File: config.mk
export PLATFORM = sky130hd
export DESIGN_NAME = sorted_array_linked_list_core
export DESIGN_NICKNAME = d
export VERILOG_FILES = /design/src/sal_pkg.sv /design/src/sal_ram.sv /design/src/sal_ctrl.sv /design/src/sorted_array_linked_list_core.sv
export SDC_FILE = /design/constraint.sdc
export NUM_CORES = 1
export LEC_CHECK = 0
export BUFFER_PORTS_ARGS = -buffer_cell sky130_fd_sc_hd__buf_2
export CAP_MARGIN = 20
export CORE_AREA = 8 8 249 251
export CTS_CLUSTER_DIAMETER = 30
export DETAILED_ROUTE_END_ITERATION = 6
export DIE_AREA = 0 0 257 259
export PLACE_DENSITY = 0.71
export SLEW_MARGIN = 20
export SYNTH_ARGS = -nofsm -noshare
export SYNTH_HDL_FRONTEND = slang
export SYNTH_SLANG_ARGS = --single-unit
File: constraint.sdc
create_clock -name clk -period 12.6 [get_ports clk]
set_clock_uncertainty 0.2 [all_clocks]
set_input_delay 0 -clock clk [delete_from_list [all_inputs] [get_ports clk]]
set_output_delay 0 -clock clk [all_outputs]
set_load 0.02 [all_outputs]
File: src/sal_pkg.sv
// Shared constants, types and helper functions for the sorted linked list core.
`default_nettype none

package sal_pkg;

  // Storage geometry.
  localparam int DEPTH    = 16;
  localparam int IDX_W    = (DEPTH > 1) ? $clog2(DEPTH) : 1;
  localparam int LINK_W   = IDX_W + 1;
  localparam int VAL_W    = 32;
  localparam int SLOT_W   = 4;
  localparam int MODE_W   = 2;
  localparam int STATUS_W = 2;

  // A dump emits at most this many items.
  localparam int MAX_OUT  = 16;
  localparam int DUMP_MAX = (MAX_OUT < DEPTH) ? MAX_OUT : DEPTH;
  localparam int CNT_W    = (DUMP_MAX > 1) ? $clog2(DUMP_MAX) : 1;

  typedef logic [IDX_W-1:0]  idx_t;
  typedef logic [LINK_W-1:0] link_t;

  // The null link has its top bit set, so it never names a slot.
  localparam link_t NULL_LINK = '1;

  // Input modes.
  localparam logic [MODE_W-1:0] MODE_INSERT = 2'd0;
  localparam logic [MODE_W-1:0] MODE_DUMP   = 2'd1;
  localparam logic [MODE_W-1:0] MODE_CLEAR  = 2'd2;

  // Result status codes.
  localparam logic [STATUS_W-1:0] ST_OK    = 2'd0;
  localparam logic [STATUS_W-1:0] ST_FULL  = 2'd1;
  localparam logic [STATUS_W-1:0] ST_EMPTY = 2'd2;

  // One result item handed from the controller to the output register.
  typedef struct packed {
    logic                       load;
    logic [STATUS_W-1:0]        status;
    logic signed [VAL_W-1:0]    value;
    logic [SLOT_W-1:0]          slot;
    logic                       last;
    logic                       is_empty;
    logic                       is_full;
  } res_t;

  function automatic logic link_is_null(input link_t l);
    return l[LINK_W-1];
  endfunction

  // Link held by a slot that was never written since reset or clear.
  function automatic link_t reset_link(input idx_t i);
    link_t r;
    if (i == idx_t'(DEPTH - 1)) begin
      r = NULL_LINK;
    end else begin
      r = link_t'(i) + link_t'(1);
    end
    return r;
  endfunction

  // Slot number as reported, kept to its low four bits.
  function automatic logic [SLOT_W-1:0] slot_of(input idx_t i);
    logic [SLOT_W-1:0] r;
    r = '0;
    for (int b = 0; b < SLOT_W; b++) begin
      if (b < IDX_W) begin
        r[b] = i[b];
      end
    end
    return r;
  endfunction

endpackage

`default_nettype wire

File: src/sal_ram.sv
// Generic simple dual-port RAM with one write port and a registered read port.
`default_nettype none

module sal_ram #(
  parameter int WIDTH = 32,
  parameter int DEPTH = 16
) (
  input  wire logic                             clk,
  input  wire logic                             we,
  input  wire logic [$clog2(DEPTH)-1:0]         waddr,
  input  wire logic [WIDTH-1:0]                 wdata,
  input  wire logic                             re,
  input  wire logic [$clog2(DEPTH)-1:0]         raddr,
  output logic      [WIDTH-1:0]                 rdata
);

  logic [WIDTH-1:0] mem [DEPTH];

  // Write port.
  always_ff @(posedge clk) begin
    if (we) begin
      mem[waddr] <= wdata;
    end
  end

  // Read port; the data holds while no read is issued.
  always_ff @(posedge clk) begin
    if (re) begin
      rdata <= mem[raddr];
    end
  end

endmodule

`default_nettype wire

File: src/sal_ctrl.sv
// Sequencer for insert, dump and clear over the linked list in the two RAMs; insert and dump walk it.
`default_nettype none

module sal_ctrl (
  input  wire logic                              clk,
  input  wire logic                              rst,
  // Input item
  input  wire logic                              in_valid,
  output logic                                   in_ready,
  input  wire logic [sal_pkg::MODE_W-1:0]        in_mode,
  input  wire logic signed [sal_pkg::VAL_W-1:0]  in_value,
  // Result hand-off
  input  wire logic                              out_free,
  output sal_pkg::res_t                          res,
  // Value RAM
  output logic                                   v_we,
  output sal_pkg::idx_t                          v_waddr,
  output logic [sal_pkg::VAL_W-1:0]              v_wdata,
  output logic                                   v_re,
  output sal_pkg::idx_t                          v_raddr,
  input  wire logic [sal_pkg::VAL_W-1:0]         v_rdata,
  // Link RAM
  output logic                                   l_we,
  output sal_pkg::idx_t                          l_waddr,
  output sal_pkg::link_t                         l_wdata,
  output logic                                   l_re,
  output sal_pkg::idx_t                          l_raddr,
  input  wire sal_pkg::link_t                    l_rdata
);

  typedef enum logic [6:0] {
    S_IDLE  = 7'b0000001,
    S_FREE  = 7'b0000010,
    S_WALK  = 7'b0000100,
    S_LINK  = 7'b0001000,
    S_LINK2 = 7'b0010000,
    S_DONE  = 7'b0100000,
    S_DUMP  = 7'b1000000
  } state_t;

  state_t                          state;
  sal_pkg::link_t                  head;
  sal_pkg::link_t                  free_head;
  sal_pkg::link_t                  cur;
  sal_pkg::link_t                  prev;
  sal_pkg::idx_t                   slot_q;
  sal_pkg::idx_t                   rd_idx;
  logic [sal_pkg::DEPTH-1:0]       valid;
  logic [sal_pkg::CNT_W-1:0]       cnt;
  logic signed [sal_pkg::VAL_W-1:0] val_q;
  logic [sal_pkg::STATUS_W-1:0]    res_status;
  logic signed [sal_pkg::VAL_W-1:0] res_value;
  logic [sal_pkg::SLOT_W-1:0]      res_slot;

  logic                            accept;
  sal_pkg::link_t                  link_rd;
  logic                            less;
  logic                            dump_last;

  assign in_ready = (state == S_IDLE);
  assign accept   = in_valid & in_ready;

  // A slot whose link was never written since reset or clear reads its reset link.
  assign link_rd   = valid[rd_idx] ? l_rdata : sal_pkg::reset_link(rd_idx);
  assign less      = $signed(v_rdata) < val_q;
  assign dump_last = sal_pkg::link_is_null(link_rd) ||
                     (cnt == sal_pkg::CNT_W'(sal_pkg::DUMP_MAX - 1));

  // RAM requests for each state.
  always_comb begin
    v_we    = 1'b0;
    v_waddr = free_head[sal_pkg::IDX_W-1:0];
    v_wdata = in_value;
    v_re    = 1'b0;
    v_raddr = head[sal_pkg::IDX_W-1:0];
    l_we    = 1'b0;
    l_waddr = slot_q;
    l_wdata = cur;
    l_re    = 1'b0;
    l_raddr = head[sal_pkg::IDX_W-1:0];
    case (state)
      S_IDLE: begin
        if (accept && in_mode == sal_pkg::MODE_INSERT &&
            !sal_pkg::link_is_null(free_head)) begin
          v_we    = 1'b1;
          l_re    = 1'b1;
          l_raddr = free_head[sal_pkg::IDX_W-1:0];
        end else if (accept && in_mode == sal_pkg::MODE_DUMP &&
                     !sal_pkg::link_is_null(head)) begin
          v_re = 1'b1;
          l_re = 1'b1;
        end
      end
      S_FREE: begin
        if (!sal_pkg::link_is_null(head)) begin
          v_re = 1'b1;
          l_re = 1'b1;
        end
      end
      S_WALK: begin
        v_raddr = link_rd[sal_pkg::IDX_W-1:0];
        l_raddr = link_rd[sal_pkg::IDX_W-1:0];
        if (less && !sal_pkg::link_is_null(link_rd)) begin
          v_re = 1'b1;
          l_re = 1'b1;
        end
      end
      S_LINK: begin
        l_we = 1'b1;
      end
      S_LINK2: begin
        l_we    = 1'b1;
        l_waddr = prev[sal_pkg::IDX_W-1:0];
        l_wdata = sal_pkg::link_t'(slot_q);
      end
      S_DUMP: begin
        v_raddr = link_rd[sal_pkg::IDX_W-1:0];
        l_raddr = link_rd[sal_pkg::IDX_W-1:0];
        if (out_free && !dump_last) begin
          v_re = 1'b1;
          l_re = 1'b1;
        end
      end
      default: begin
      end
    endcase
  end

  // Result item offered to the output register.
  always_comb begin
    res          = '0;
    res.is_empty = sal_pkg::link_is_null(head);
    res.is_full  = sal_pkg::link_is_null(free_head);
    if (state == S_DUMP) begin
      res.load   = out_free;
      res.status = sal_pkg::ST_OK;
      res.value  = $signed(v_rdata);
      res.slot   = sal_pkg::slot_of(cur[sal_pkg::IDX_W-1:0]);
      res.last   = dump_last;
    end else if (state == S_DONE) begin
      res.load   = out_free;
      res.status = res_status;
      res.value  = res_value;
      res.slot   = res_slot;
      res.last   = 1'b1;
    end
  end

  // Sequencer and list pointers.
  always_ff @(posedge clk) begin
    if (rst) begin
      state     <= S_IDLE;
      head      <= sal_pkg::NULL_LINK;
      free_head <= '0;
      valid     <= '0;
    end else begin
      case (state)
        S_IDLE: begin
          if (accept) begin
            case (in_mode)
              sal_pkg::MODE_INSERT: begin
                val_q     <= in_value;
                res_value <= in_value;
                if (sal_pkg::link_is_null(free_head)) begin
                  res_status <= sal_pkg::ST_FULL;
                  res_slot   <= '0;
                  state      <= S_DONE;
                end else begin
                  slot_q     <= free_head[sal_pkg::IDX_W-1:0];
                  rd_idx     <= free_head[sal_pkg::IDX_W-1:0];
                  res_status <= sal_pkg::ST_OK;
                  res_slot   <= sal_pkg::slot_of(free_head[sal_pkg::IDX_W-1:0]);
                  state      <= S_FREE;
                end
              end
              sal_pkg::MODE_DUMP: begin
                if (sal_pkg::link_is_null(head)) begin
                  res_status <= sal_pkg::ST_EMPTY;
                  res_value  <= '0;
                  res_slot   <= '0;
                  state      <= S_DONE;
                end else begin
                  cur    <= head;
                  rd_idx <= head[sal_pkg::IDX_W-1:0];
                  cnt    <= '0;
                  state  <= S_DUMP;
                end
              end
              sal_pkg::MODE_CLEAR: begin
                valid      <= '0;
                head       <= sal_pkg::NULL_LINK;
                free_head  <= '0;
                res_status <= sal_pkg::ST_OK;
                res_value  <= '0;
                res_slot   <= '0;
                state      <= S_DONE;
              end
              default: begin
                res_status <= sal_pkg::ST_OK;
                res_value  <= '0;
                res_slot   <= '0;
                state      <= S_DONE;
              end
            endcase
          end
        end
        S_FREE: begin
          // Pop the claimed slot off the free list and start at the list head.
          free_head <= link_rd;
          prev      <= sal_pkg::NULL_LINK;
          cur       <= head;
          if (!sal_pkg::link_is_null(head)) begin
            rd_idx <= head[sal_pkg::IDX_W-1:0];
            state  <= S_WALK;
          end else begin
            state <= S_LINK;
          end
        end
        S_WALK: begin
          // Step past nodes smaller than the new value.
          if (less) begin
            prev <= cur;
            cur  <= link_rd;
            if (!sal_pkg::link_is_null(link_rd)) begin
              rd_idx <= link_rd[sal_pkg::IDX_W-1:0];
            end else begin
              state <= S_LINK;
            end
          end else begin
            state <= S_LINK;
          end
        end
        S_LINK: begin
          valid[slot_q] <= 1'b1;
          if (sal_pkg::link_is_null(prev)) begin
            head  <= sal_pkg::link_t'(slot_q);
            state <= S_DONE;
          end else begin
            state <= S_LINK2;
          end
        end
        S_LINK2: begin
          valid[prev[sal_pkg::IDX_W-1:0]] <= 1'b1;
          state                           <= S_DONE;
        end
        S_DONE: begin
          if (out_free) begin
            state <= S_IDLE;
          end
        end
        S_DUMP: begin
          if (out_free) begin
            if (dump_last) begin
              state <= S_IDLE;
            end else begin
              cur    <= link_rd;
              rd_idx <= link_rd[sal_pkg::IDX_W-1:0];
              cnt    <= cnt + sal_pkg::CNT_W'(1);
            end
          end
        end
        default: begin
          state <= S_IDLE;
        end
      endcase
    end
  end

endmodule

`default_nettype wire

File: src/sorted_array_linked_list_core.sv
// Top level of the sorted linked list core: RAMs, sequencer and output register.
//
//   Channel  Direction  Fields
//   s_*      in         s_tuser = mode, s_tdata = value
//   m_*      out        m_tuser = status, m_tdata = out_value/slot/is_empty/is_full,
//                       m_tlast = last
//
// Insert pops a free slot, then walks the list comparing each node (one value
// and link RAM read each), then writes the new node's link and, when it is
// linked behind another node, that node's link too. A full insert, clear or unused
// mode goes straight to the result; a dump emits each node in turn.
// Reset restores an empty list at once; per-slot valid bits stand in for the
// link table's reset contents, so no clearing pass runs.
// The output register holds a result until taken; the sequencer stalls on it.
`default_nettype none

module sorted_array_linked_list_core (
  input  wire logic                                clk,
  input  wire logic                                rst,
  input  wire logic                                s_tvalid,
  output logic                                     s_tready,
  input  wire logic [31:0]                         s_tdata,  // [31:0] value
  input  wire logic [1:0]                          s_tuser,  // [1:0] mode
  output logic                                     m_tvalid,
  input  wire logic                                m_tready,
  output logic [39:0]                              m_tdata,  // [31:0] out_value,
                                                             // [35:32] slot,
                                                             // [36] is_empty,
                                                             // [37] is_full
  output logic [1:0]                               m_tuser,  // [1:0] status
  output logic                                     m_tlast
);

  logic                            out_free;
  sal_pkg::res_t                   res;
  logic                            v_we;
  sal_pkg::idx_t                   v_waddr;
  logic [sal_pkg::VAL_W-1:0]       v_wdata;
  logic                            v_re;
  sal_pkg::idx_t                   v_raddr;
  logic [sal_pkg::VAL_W-1:0]       v_rdata;
  logic                            l_we;
  sal_pkg::idx_t                   l_waddr;
  sal_pkg::link_t                  l_wdata;
  logic                            l_re;
  sal_pkg::idx_t                   l_raddr;
  sal_pkg::link_t                  l_rdata;

  // Stored values.
  sal_ram #(
    .WIDTH (sal_pkg::VAL_W),
    .DEPTH (sal_pkg::DEPTH)
  ) u_value_ram (
    .clk   (clk),
    .we    (v_we),
    .waddr (v_waddr),
    .wdata (v_wdata),
    .re    (v_re),
    .raddr (v_raddr),
    .rdata (v_rdata)
  );

  // Next links of both the sorted list and the free list.
  sal_ram #(
    .WIDTH (sal_pkg::LINK_W),
    .DEPTH (sal_pkg::DEPTH)
  ) u_link_ram (
    .clk   (clk),
    .we    (l_we),
    .waddr (l_waddr),
    .wdata (l_wdata),
    .re    (l_re),
    .raddr (l_raddr),
    .rdata (l_rdata)
  );

  sal_ctrl u_ctrl (
    .clk      (clk),
    .rst      (rst),
    .in_valid (s_tvalid),
    .in_ready (s_tready),
    .in_mode  (s_tuser),
    .in_value ($signed(s_tdata)),
    .out_free (out_free),
    .res      (res),
    .v_we     (v_we),
    .v_waddr  (v_waddr),
    .v_wdata  (v_wdata),
    .v_re     (v_re),
    .v_raddr  (v_raddr),
    .v_rdata  (v_rdata),
    .l_we     (l_we),
    .l_waddr  (l_waddr),
    .l_wdata  (l_wdata),
    .l_re     (l_re),
    .l_raddr  (l_raddr),
    .l_rdata  (l_rdata)
  );

  // Output register: a new item may load when empty or being taken.
  assign out_free = !m_tvalid || m_tready;

  always_ff @(posedge clk) begin
    if (rst) begin
      m_tvalid <= 1'b0;
    end else if (res.load) begin
      m_tvalid <= 1'b1;
    end else if (m_tready) begin
      m_tvalid <= 1'b0;
    end
  end

  always_ff @(posedge clk) begin
    if (res.load) begin
      m_tdata <= {2'b00, res.is_full, res.is_empty, res.slot, res.value};
      m_tuser <= res.status;
      m_tlast <= res.last;
    end
  end

endmodule

`default_nettype wire
Yosys cells after proc, flatten, opt, wreduce, memory -nomap -nowiden
Memories as Yosys holds them, arrays and structs flattened. A register that Yosys moved wholly into a read port is not among the register bits.
Cells that the tools add are included.
- register bits after elaboration: 167
- RAM bits: 592
- bits of input ports: 38
- output and inout bits: 45
- bits in latches: 0
- bits in read-only memories: 0
- memories kept: 2
- magnitude comparators: 6
- shift operators: 0
- mux-type cells: 86
- eq/ne operators: 26
- multipliers: 0
- add/subtract/negate cells: 2
- reductions and logical operators: 37
- bitwise logic cells: 6
- divide/modulo/power cells: 0
- memories (memory ; depth ; width ; rd ports ; clocked after memory_dff ; wr ports ; line ; RTL):
    u_value_ram.mem ; 16 ; 32 ; 1 ; 1 ; 1 ; sal_ram.sv:17 ; logic [WIDTH-1:0] mem [DEPTH];
    u_link_ram.mem ; 16 ; 5 ; 1 ; 1 ; 1 ; sal_ram.sv:17 ;
- operator list (kind ; number):
    two-way mux 40 bit ; 2
    two-way mux 5 bit ; 15
    two-way mux 4 bit ; 18
    case mux 32 bit (2 select lines) ; 1
    two-way mux 7 bit ; 7
    case mux 7 bit (7 select lines) ; 1
    case mux 16 bit (3 select lines) ; 1
    less-than comparator 32 bit ; 1
    two-way mux 16 bit ; 2
    two-way mux 32 bit ; 1
    OR 16 bit ; 2
    case mux 4 bit (2 select lines) ; 4
    case mux 5 bit (2 select lines) ; 3
    case mux 5 bit (4 select lines) ; 1
    two-way mux 1 bit ; 19
    case mux 4 bit (4 select lines) ; 1
    less-than comparator 4 x 5 -> 1 bit (second input constant) ; 3
    case mux 7 bit (2 select lines) ; 1
    two-way mux 6 bit ; 2
    inequality test 2 x 1 -> 1 bit (second input constant) ; 6
    inequality test 2 bit (second input constant) ; 6
    AND reduction 4 bit ; 3
    AND reduction 5 bit ; 2
    nonzero test 2 bit ; 5
    33 further kinds ; 56

Logic depth before layout (Yosys ltp)
Gate-level depths: netlist (run 1).
- depth after elaboration: 8
- mapped depth: 13
- gate-level depth less buffers: 10

By module
From an unflattened synthesis (run 1), not the netlist that was laid out.
- cells, all modules: 1687
- area, all modules: 31665.4 um^2
- modules (own cells, without submodules) (module ; cells each ; times used ; area each (um^2)):
    sal_ram (u_value_ram) ; 838 ; 1 ; 20155.6
    sal_ctrl ; 646 ; 1 ; 6950.4
    sal_ram (u_link_ram) ; 155 ; 1 ; 3263.1
    sorted_array_linked_list_core ; 48 ; 1 ; 1296.2

Worst setup path after synthesis (run 1)
No wires, ideal clock.
- path type: register to register
- start point: register u_ctrl.state[1]
- end point: register u_ctrl.val_q[0] (netlist bit), enable pin
- stages on the path, launching flop included: 6
- arrival: 4.649 ns
- setup slack: 7.247 ns
- cells stage by stage: dfxtp_1 -> nor3_1 -> nand4b_1 -> inv_1 -> nand2_1 -> nor4_1
- cells in the longest elaborated chain, start to end: 3
- ends and longest elaborated chain (element ; line ; RTL):
    start, declared ; sal_ctrl.sv:41 ; state_t state;
    start signal, assigned ; sal_ctrl.sv:152 ; state <= S_IDLE;
    start signal, assigned ; sal_ctrl.sv:167 ; state <= S_DONE;
    start signal, assigned ; sal_ctrl.sv:173 ; state <= S_FREE;
    equality test 7 x 1 -> 1 bit * ; sal_ctrl.sv:60 ; assign in_ready = (state == S_IDLE);
    named net s_tready ; sorted_array_linked_list_core.sv:21 ; output logic s_tready,
    bitwise AND 1 bit ; sal_ctrl.sv:61 ; assign accept = in_valid & in_ready;
    AND reduction 4 bit (no source line) * ; n/a ;
    end signal, assigned ; sal_ctrl.sv:162 ; val_q <= in_value;
    end, declared ; sal_ctrl.sv:50 ; logic signed [sal_pkg::VAL_W-1:0] val_q;
The timed path passes the listed nets; every way through them passes the cells marked *.
A chain may end at the register's enable or synchronous reset.

Worst setup path after layout (run 1)
- start point: register u_ctrl.rd_idx[0]
- end point: register u_value_ram.rdata[23] (read register of u_value_ram.mem), data pin
- cells in the longest elaborated chain, start to end: 8
- elaborated cells on any way between the ends: 15
- ends and longest elaborated chain (element ; line ; RTL):
    start, declared ; sal_ctrl.sv:47 ; sal_pkg::idx_t rd_idx;
    start signal, assigned ; sal_ctrl.sv:170 ; rd_idx <= free_head[sal_pkg::IDX_W-1:0];
    start signal, assigned ; sal_ctrl.sv:184 ; rd_idx <= head[sal_pkg::IDX_W-1:0];
    start signal, assigned ; sal_ctrl.sv:213 ; rd_idx <= head[sal_pkg::IDX_W-1:0];
    adder 4 x 1 -> 5 bit, or another cell as far along ; sal_pkg.sv:57 ; r = link_t'(i) + link_t'(1);
    two-way mux 5 bit / two-way mux 1 bit (equally long branches) ; sal_pkg.sv:54, sal_ctrl.sv:64 ;
    two-way mux 5 bit * ; sal_ctrl.sv:64 ; assign link_rd = valid[rd_idx] ? l_rdata : sal_pkg::reset_link(rd_idx);
    logical OR 1 bit ; sal_ctrl.sv:66 ; assign dump_last = sal_pkg::link_is_null(link_rd) ||
    logical NOT 1 bit ; sal_ctrl.sv:119 ; if (out_free && !dump_last) begin
    logical AND 1 bit ; sal_ctrl.sv:119 ;
    two-way mux 1 bit ; sal_ctrl.sv:119 ;
    case mux 1 bit (4 select lines) ; sal_ctrl.sv:81 ; case (state)
    end, declared ; sal_ram.sv:14 ; output logic [WIDTH-1:0] rdata
Every way passes the cells marked *; elsewhere a longest branch is shown, timed or not. The select of a mux whose other input is x is not followed.

==> impl_metrics.toml, run 1 <==
[status]
status = "completed"

[floorplan]
start_util = 0.542
fp.dieH_um = 259
die_w_um = 257
num_io_pins = 83
die_area_um2 = 66600
coreArea_um2 = 58200
fp-row-count = 89

[setup_path]
end_kind = "flop"
critPathMaxFanout = 137
crit_type = "flop to flop"
arrival_ns = 5.96
cp-start-kind = "flop"
worst-endpoint-required_ns = 12.82

[route]
firstDrtPassIters = 6
vias = 18200
drc = 0
wirelength_um = 76400
ant_nets = 0
viasPerCell = 6.08
wl_per_cell_um = 25.5
drtIter0Drc = 1907

[clock_network]
cts_made_buffers = 140
clock_sinks = 796
clock_latency_ns = 0.70
clock_path_buffers = 3
htreeDepth = 4
clkSlewWorstSetupHoldPaths_ns = 0.06
cts_resized = 0
cts_tree = "yes"
root_buffer = "clkbuf_16"

[timing]
tns_ns = 0
rsz0062_at_grt = "no"
relSlewSlack = 0.223
hold_violations = 0
setup-violations-final = 0
tightest_slew_ns = 1.17
fin_hold_ws_ns = 0.0512
fmax_mhz = 174
slew_violations = 0
fin_crit_ns = 5.74
min_period_over_period = 0.456

[yosys]
synthDistinctLibCells = 59
synth_area_um2 = 31500
synthArstFlopShare = 0
synthFlopType = "edfxtp_1"
synth-edff-count = 762
ys_warn_count = 0
seq_area_frac_synth = 0.747
avgSynthCellArea_um2 = 16.8
ys_seq_elements = 796
postSynthCellCount = 1878

[global_routing]
antenna_found_initial = 3
track_usage = 0.226
grt_first_pass_wirelength_um = 113000
grt_pass1_vias = 18300
grt.overflow.total = 0
grt_max_degree = 138

[worst_hold_path]
min_path_type = "input port to flop"

[power_and_ir_drop]
ir_worst_vdd_v = 0.000153
power_density_nw_per_um2 = 179
power_leakage_nw = 14.3

[cells_and_area]
drive_above_1_share = 0.182
areaGrowthSynthToFinish_pct = 21.0
fillers = 3869
final_cells = 2991
fin_nets = 2174

[placement]
numPlacedInstances = 2681
gp_congestion = 0.893
port_buffers = 80
dpl.hpwl_um = 41200

[flow_run]
maxCapViolCount = 0
-- sequential cells by signal, summed over array words and instances (netlist names), 7 cells and up --
| name | count |
|---|---|
| u_link_ram.mem | 80 |
| u_value_ram.mem | 512 |
| u_ctrl.val_q | 32 |
| u_ctrl.valid | 16 |
| m_tdata | 38 |
| u_ctrl.res_value | 32 |
| u_ctrl.state | 7 |
| u_value_ram.rdata | 32 |
-- routing by layer --
layer | routed length (µm) | up-vias | global-route usage
li1 | - | 7947 | -
met1 | 31100 | 9164 | 0.303
met2 | 36100 | 916 | 0.358
met3 | 7140 | 162 | 0.0597
met4 | 2030 | 2 | 0.0809
met5 | 12 | - | 0
-- cell usage after synthesis, types with 4 or more instances --
cell type | number | area share
o21ai_0 | 14 | 0.0022
a221o_1 | 4 | 0.0013
buf_1 | 5 | 0.00060
and3_1 | 5 | 0.00099
dfxtp_1 | 34 | 0.022
clkbuf_1 | 47 | 0.0056
buf_2 | 14 | 0.0022
nand4_1 | 6 | 0.0012
o22ai_1 | 144 | 0.029
a21o_1 | 9 | 0.0021
or2_2 | 8 | 0.0016
and4_1 | 4 | 0.0011
nand3b_1 | 4 | 0.00095
mux4_2 | 15 | 0.011
and2_1 | 42 | 0.0083
a31oi_1 | 6 | 0.0012
nor4b_1 | 4 | 0.0011
a211oi_1 | 5 | 0.0012
or3_1 | 9 | 0.0018
nand3_1 | 33 | 0.0052
buf_4 | 7 | 0.0017
nand2b_1 | 17 | 0.0034
nor2_1 | 95 | 0.011
a21oi_1 | 37 | 0.0059
o211ai_1 | 4 | 0.00095
edfxtp_1 | 762 | 0.73
inv_1 | 42 | 0.0050
or4_1 | 33 | 0.0079
nor3_1 | 14 | 0.0022
o21a_1 | 5 | 0.0012
ha_1 | 33 | 0.013
nand2_1 | 34 | 0.0040
buf_6 | 16 | 0.0057
mux2_2 | 6 | 0.0021
mux2i_1 | 284 | 0.090
a22o_1 | 36 | 0.010
nor2b_1 | 7 | 0.0014
-- logic make-up after synthesis --
logic type	share of synthesized area
multiplexers	0.104
XOR/XNOR	0.000833
AO/OA/AOI/OAI	0.0578
adder cells (fa/ha/maj)	0.0131
buffers and inverters	0.0209
flip-flops	0.747
AND/OR/NAND/NOR	0.0564
other	0.000119
-- per-stage QoR --
stage          setup WS (ns)  area (µm²)   util  power [mW]
2_1_floorplan           7.25       31500      -        3.09
3_3_place_gp            7.05       32900  0.565        3.16
3_5_place_dp            6.98       32900  0.565        3.17
4_1_cts                 6.89       38100  0.655        6.87
5_1_grt                 6.64       38200  0.655        7.01
6_report                6.86       38200  0.655        6.84
-- layout by cell type, fill, tap and decap left out, types with 34 or more instances in the layout --
cell           count
clkbuf_16        147
a22o_1            36
dfxtp_1           34
buf_4             37
nand2_1           34
and2_1            42
mux2i_1          284
a21oi_1           37
buf_2             80
o22ai_1          144
nor2_1            81
dlygate4sd3_1     53
inv_1             42
edfxtp_1         762
-- cell type report --
type                       instances  area (µm²)  area share
multi-input combinational        951        7500       0.197
clock buffer                     169        3800      0.0996
inverter                          43         161     0.00423
tap                              773         967      0.0253
sequential                       796       23600       0.617
clock inverter                    85         926      0.0243
timing repair buffer             171        1230      0.0322
antenna                            3        7.51    0.000197
-- what timing repair did --
action | CTS | global route
setup buffers | 0 | 0
endpoints found under the hold margin | 713 | 0
hold buffers | 53 | 0
-- critical path, stage by stage (launching register included) --
cell and delay, ns:
edfxtp_1 0.56, mux4_2 0.58, mux4_2 0.62, mux2i_2 0.22
nor2_1 0.16, a21o_4 0.78, buf_12 0.72, nand3b_1 0.21
buf_4 0.55, o22ai_1 0.18, or4_1 0.46
-- path summary, 6_finish.rpt --
check                         from                     end  slack (ns)  cells after the start
setup reg to reg  u_ctrl.rd_idx[0]   u_value_ram.rdata[23]        6.86                     10
hold reg to reg    u_ctrl.valid[7]         u_ctrl.valid[7]        0.27                      2
setup / recovery  u_ctrl.rd_idx[0]   u_value_ram.rdata[23]        6.86                     10
hold / removal         s_tdata[12]  u_value_ram.mem[7][12]        0.05                      2
-- report_power, final --
| group | internal, mW | switching [mW] | leakage [nW] | total, mW |
|---|---|---|---|---|
| Combinational | 0.0587 | 0.126 | 4.90 | 0.185 |
| Sequential | 2.93 | 0.0133 | 7.12 | 2.95 |
| Clock | 2.45 | 1.25 | 2.26 | 3.71 |
| Total | 5.45 | 1.39 | 14.3 | 6.84 |
Power figures use the tool's default switching activity.
==> inputs of run 2 (changes only) <==
--- a/config.mk
+++ b/config.mk
@@ -11,7 +11,7 @@
 export CTS_CLUSTER_DIAMETER = 30
 export DETAILED_ROUTE_END_ITERATION = 6
 export DIE_AREA = 0 0 257 259
-export PLACE_DENSITY = 0.71
+export PLACE_DENSITY = 0.74
 export SLEW_MARGIN = 20
 export SYNTH_ARGS = -nofsm -noshare
 export SYNTH_HDL_FRONTEND = slang
==> constraint.sdc (replaced) <==
create_clock -name clk -period 5.15 [get_ports clk]
set_clock_uncertainty 0.2 [all_clocks]
set_input_delay 0 -clock clk [delete_from_list [all_inputs] [get_ports clk]]
set_output_delay 0 -clock clk [all_outputs]
set_load 0.02 [all_outputs]
==> run 2 against run 1 <==
Combinational power up 140%; design area down 0.49%; worst setup slack worse by 6.2 ns; via count down 0.52%; register-to-register slack worse by 6.2 ns; sequential power up 140%; critical path depth down 1; routed wire length down 1.2%; critical endpoint is now u_value_ram.rdata[25]; largest power group unchanged.
==> impl_metrics.toml, run 2 (synthesis results as in run 1) <==
[setup_path]
cpMaxStageDelayCell = "buf_4"
cp-start-kind = "flop"
path_common_cell = "mux4_2"
crit_path_cell_trace = "mux4_2 > mux4_2 > mux2i_2 > nor2_1 > a21oi_4 > buf_4 > mux2i_1 > o22ai_1 > or4_1"
cp_top_family = "multiplexers"
worst-endpoint-required_ns = 5.37
r2r_setup_slack_ns = 0.68
crit_type = "flop to flop"
arrival_ns = 4.69
crit_buf_inv = 1
end_kind = "flop"
slowest_delay_ns = 0.68
critPathMaxFanout = 40

[floorplan]
start_util = 0.542
die_w_um = 257
fp.dieH_um = 259
die_area_um2 = 66600
fp-row-count = 89
coreArea_um2 = 58200
num_io_pins = 83

[global_routing]
grt_max_degree = 67
grt_pass1_vias = 18500
track_usage = 0.225
grt.overflow.total = 0
antenna_found_initial = 4
grt_first_pass_wirelength_um = 113000

[placement]
dpl-instance-area_um2 = 33100
port_buffers = 80
gp_congestion = 0.905
dpl.hpwl_um = 42400
numPlacedInstances = 2689

[timing]
min_period_over_period = 0.869
fin_hold_ws_ns = 0.0479
hold_violations = 0
relSlewSlack = 0.190
setup-violations-final = 0
fin_crit_ns = 4.47
rsz0062_at_grt = "no"
fmax_mhz = 224
slew_violations = 0
tns_ns = 0
tightest_slew_ns = 1.20

[cells_and_area]
final_cells = 2980
fin_nets = 2167
final_cell_mix = "762 x edfxtp_1, 284 x mux2i_1, 144 x o22ai_1, 138 x clkbuf_16, 81 x nor2_1"
drive_above_1_share = 0.185
register_area_um2 = 23600
final_util = 0.652
final_common_cell = "edfxtp_1"
largest_reg_flops = 512
top_register = "u_value_ram.mem"
areaGrowthSynthToFinish_pct = 20.4
reg_top3 = "u_value_ram.mem: 512 flops, u_link_ram.mem: 80 flops, m_tdata: 38 flops"
multi_input_area_um2 = 7510
fin_area_um2 = 38000
fillers = 3849

[clock_network]
htreeDepth = 4
root_buffer = "clkbuf_16"
cts_made_buffers = 134
clkSlewWorstSetupHoldPaths_ns = 0.05
clock_latency_ns = 0.71
cts_tree = "yes"
post_cts_buffers = 0
clock_path_buffers = 3
clock_sinks = 796
cts_resized = 0

[power_and_ir_drop]
power_leakage_nw = 14.2
ir_worst_vdd_v = 0.000333
power_density_nw_per_um2 = 428

[status]
status = "completed"

[route]
wirelength_um = 75400
wl_per_cell_um = 25.3
firstDrtPassIters = 5
vias = 18100
drtIter0Drc = 1921
viasPerCell = 6.07
ant_nets = 0
drc = 0

[flow_run]
maxCapViolCount = 0

[worst_hold_path]
min_path_type = "input port to flop"
[run 2: changes by cell type in the layout (fill, tap and decap cells not counted), moves of 2 or more]
| cell | delta |
|---|---|
| inv_6 | +12 |
| bufinv_16 | -3 |
| or3_2 | -2 |
| clkbuf_16 | -9 |
| clkbuf_1 | -2 |
| buf_4 | -3 |
| clkinv_1 | -5 |
| or3_1 | +2 |
| dlygate4sd3_1 | -9 |
| clkinvlp_4 | +3 |
| buf_12 | +11 |
| clkbuf_8 | -4 |
| clkinv_8 | -2 |
[run 2: area by class of cell]
class,count,area share
sequential,796,0.620
multi-input combinational,951,0.198
clock buffer,154,0.0925
timing repair buffer,170,0.0352
tap,773,0.0255
clock inverter,90,0.0241
inverter,43,0.00425
antenna,3,0.000198
[run 2: path summary, 6_finish.rpt]
| kind | from | end | cells past startpoint |
|---|---|---|---|
| hold reg to reg | u_ctrl.prev[4] | u_ctrl.state[4] | 1 |
| setup reg to reg | u_ctrl.rd_idx[0] | u_value_ram.rdata[25] | 9 |
| setup / recovery | u_ctrl.rd_idx[0] | u_value_ram.rdata[25] | 9 |
| hold / removal | s_tdata[6] | u_value_ram.mem[14][6] | 2 |
[run 2: report_power, final]
group	internal (mW)	switching (mW)	total [mW]	leakage, nW
Combinational	0.140	0.312	0.452	4.96
Sequential	7.18	0.0334	7.21	7.12
Clock	5.53	3.07	8.60	2.11
[run 2: repair_timing]
item                                    in CTS  in global routing
hold buffers                                44                  0
endpoints found under the setup margin       0                  0
endpoints found under the hold margin      724                  0
[run 2: per-layer routing]
layer	up-vias	wire length, µm	track usage
met3	120	6190	0.0453
met5	-	0	0
met2	871	36900	0.366
met4	0	1770	0.0808
met1	9165	30600	0.301
li1	7941	-	-
[run 2: stage by stage]
stage | total power, mW | setup WS, ns
after floorplan | 7.56 | 0.172
after global placement | 7.74 | 0.851
after detailed placement | 7.75 | 0.766
after CTS | 16.4 | 0.705
after global routing | 16.7 | 0.533
final | 16.3 | 0.676
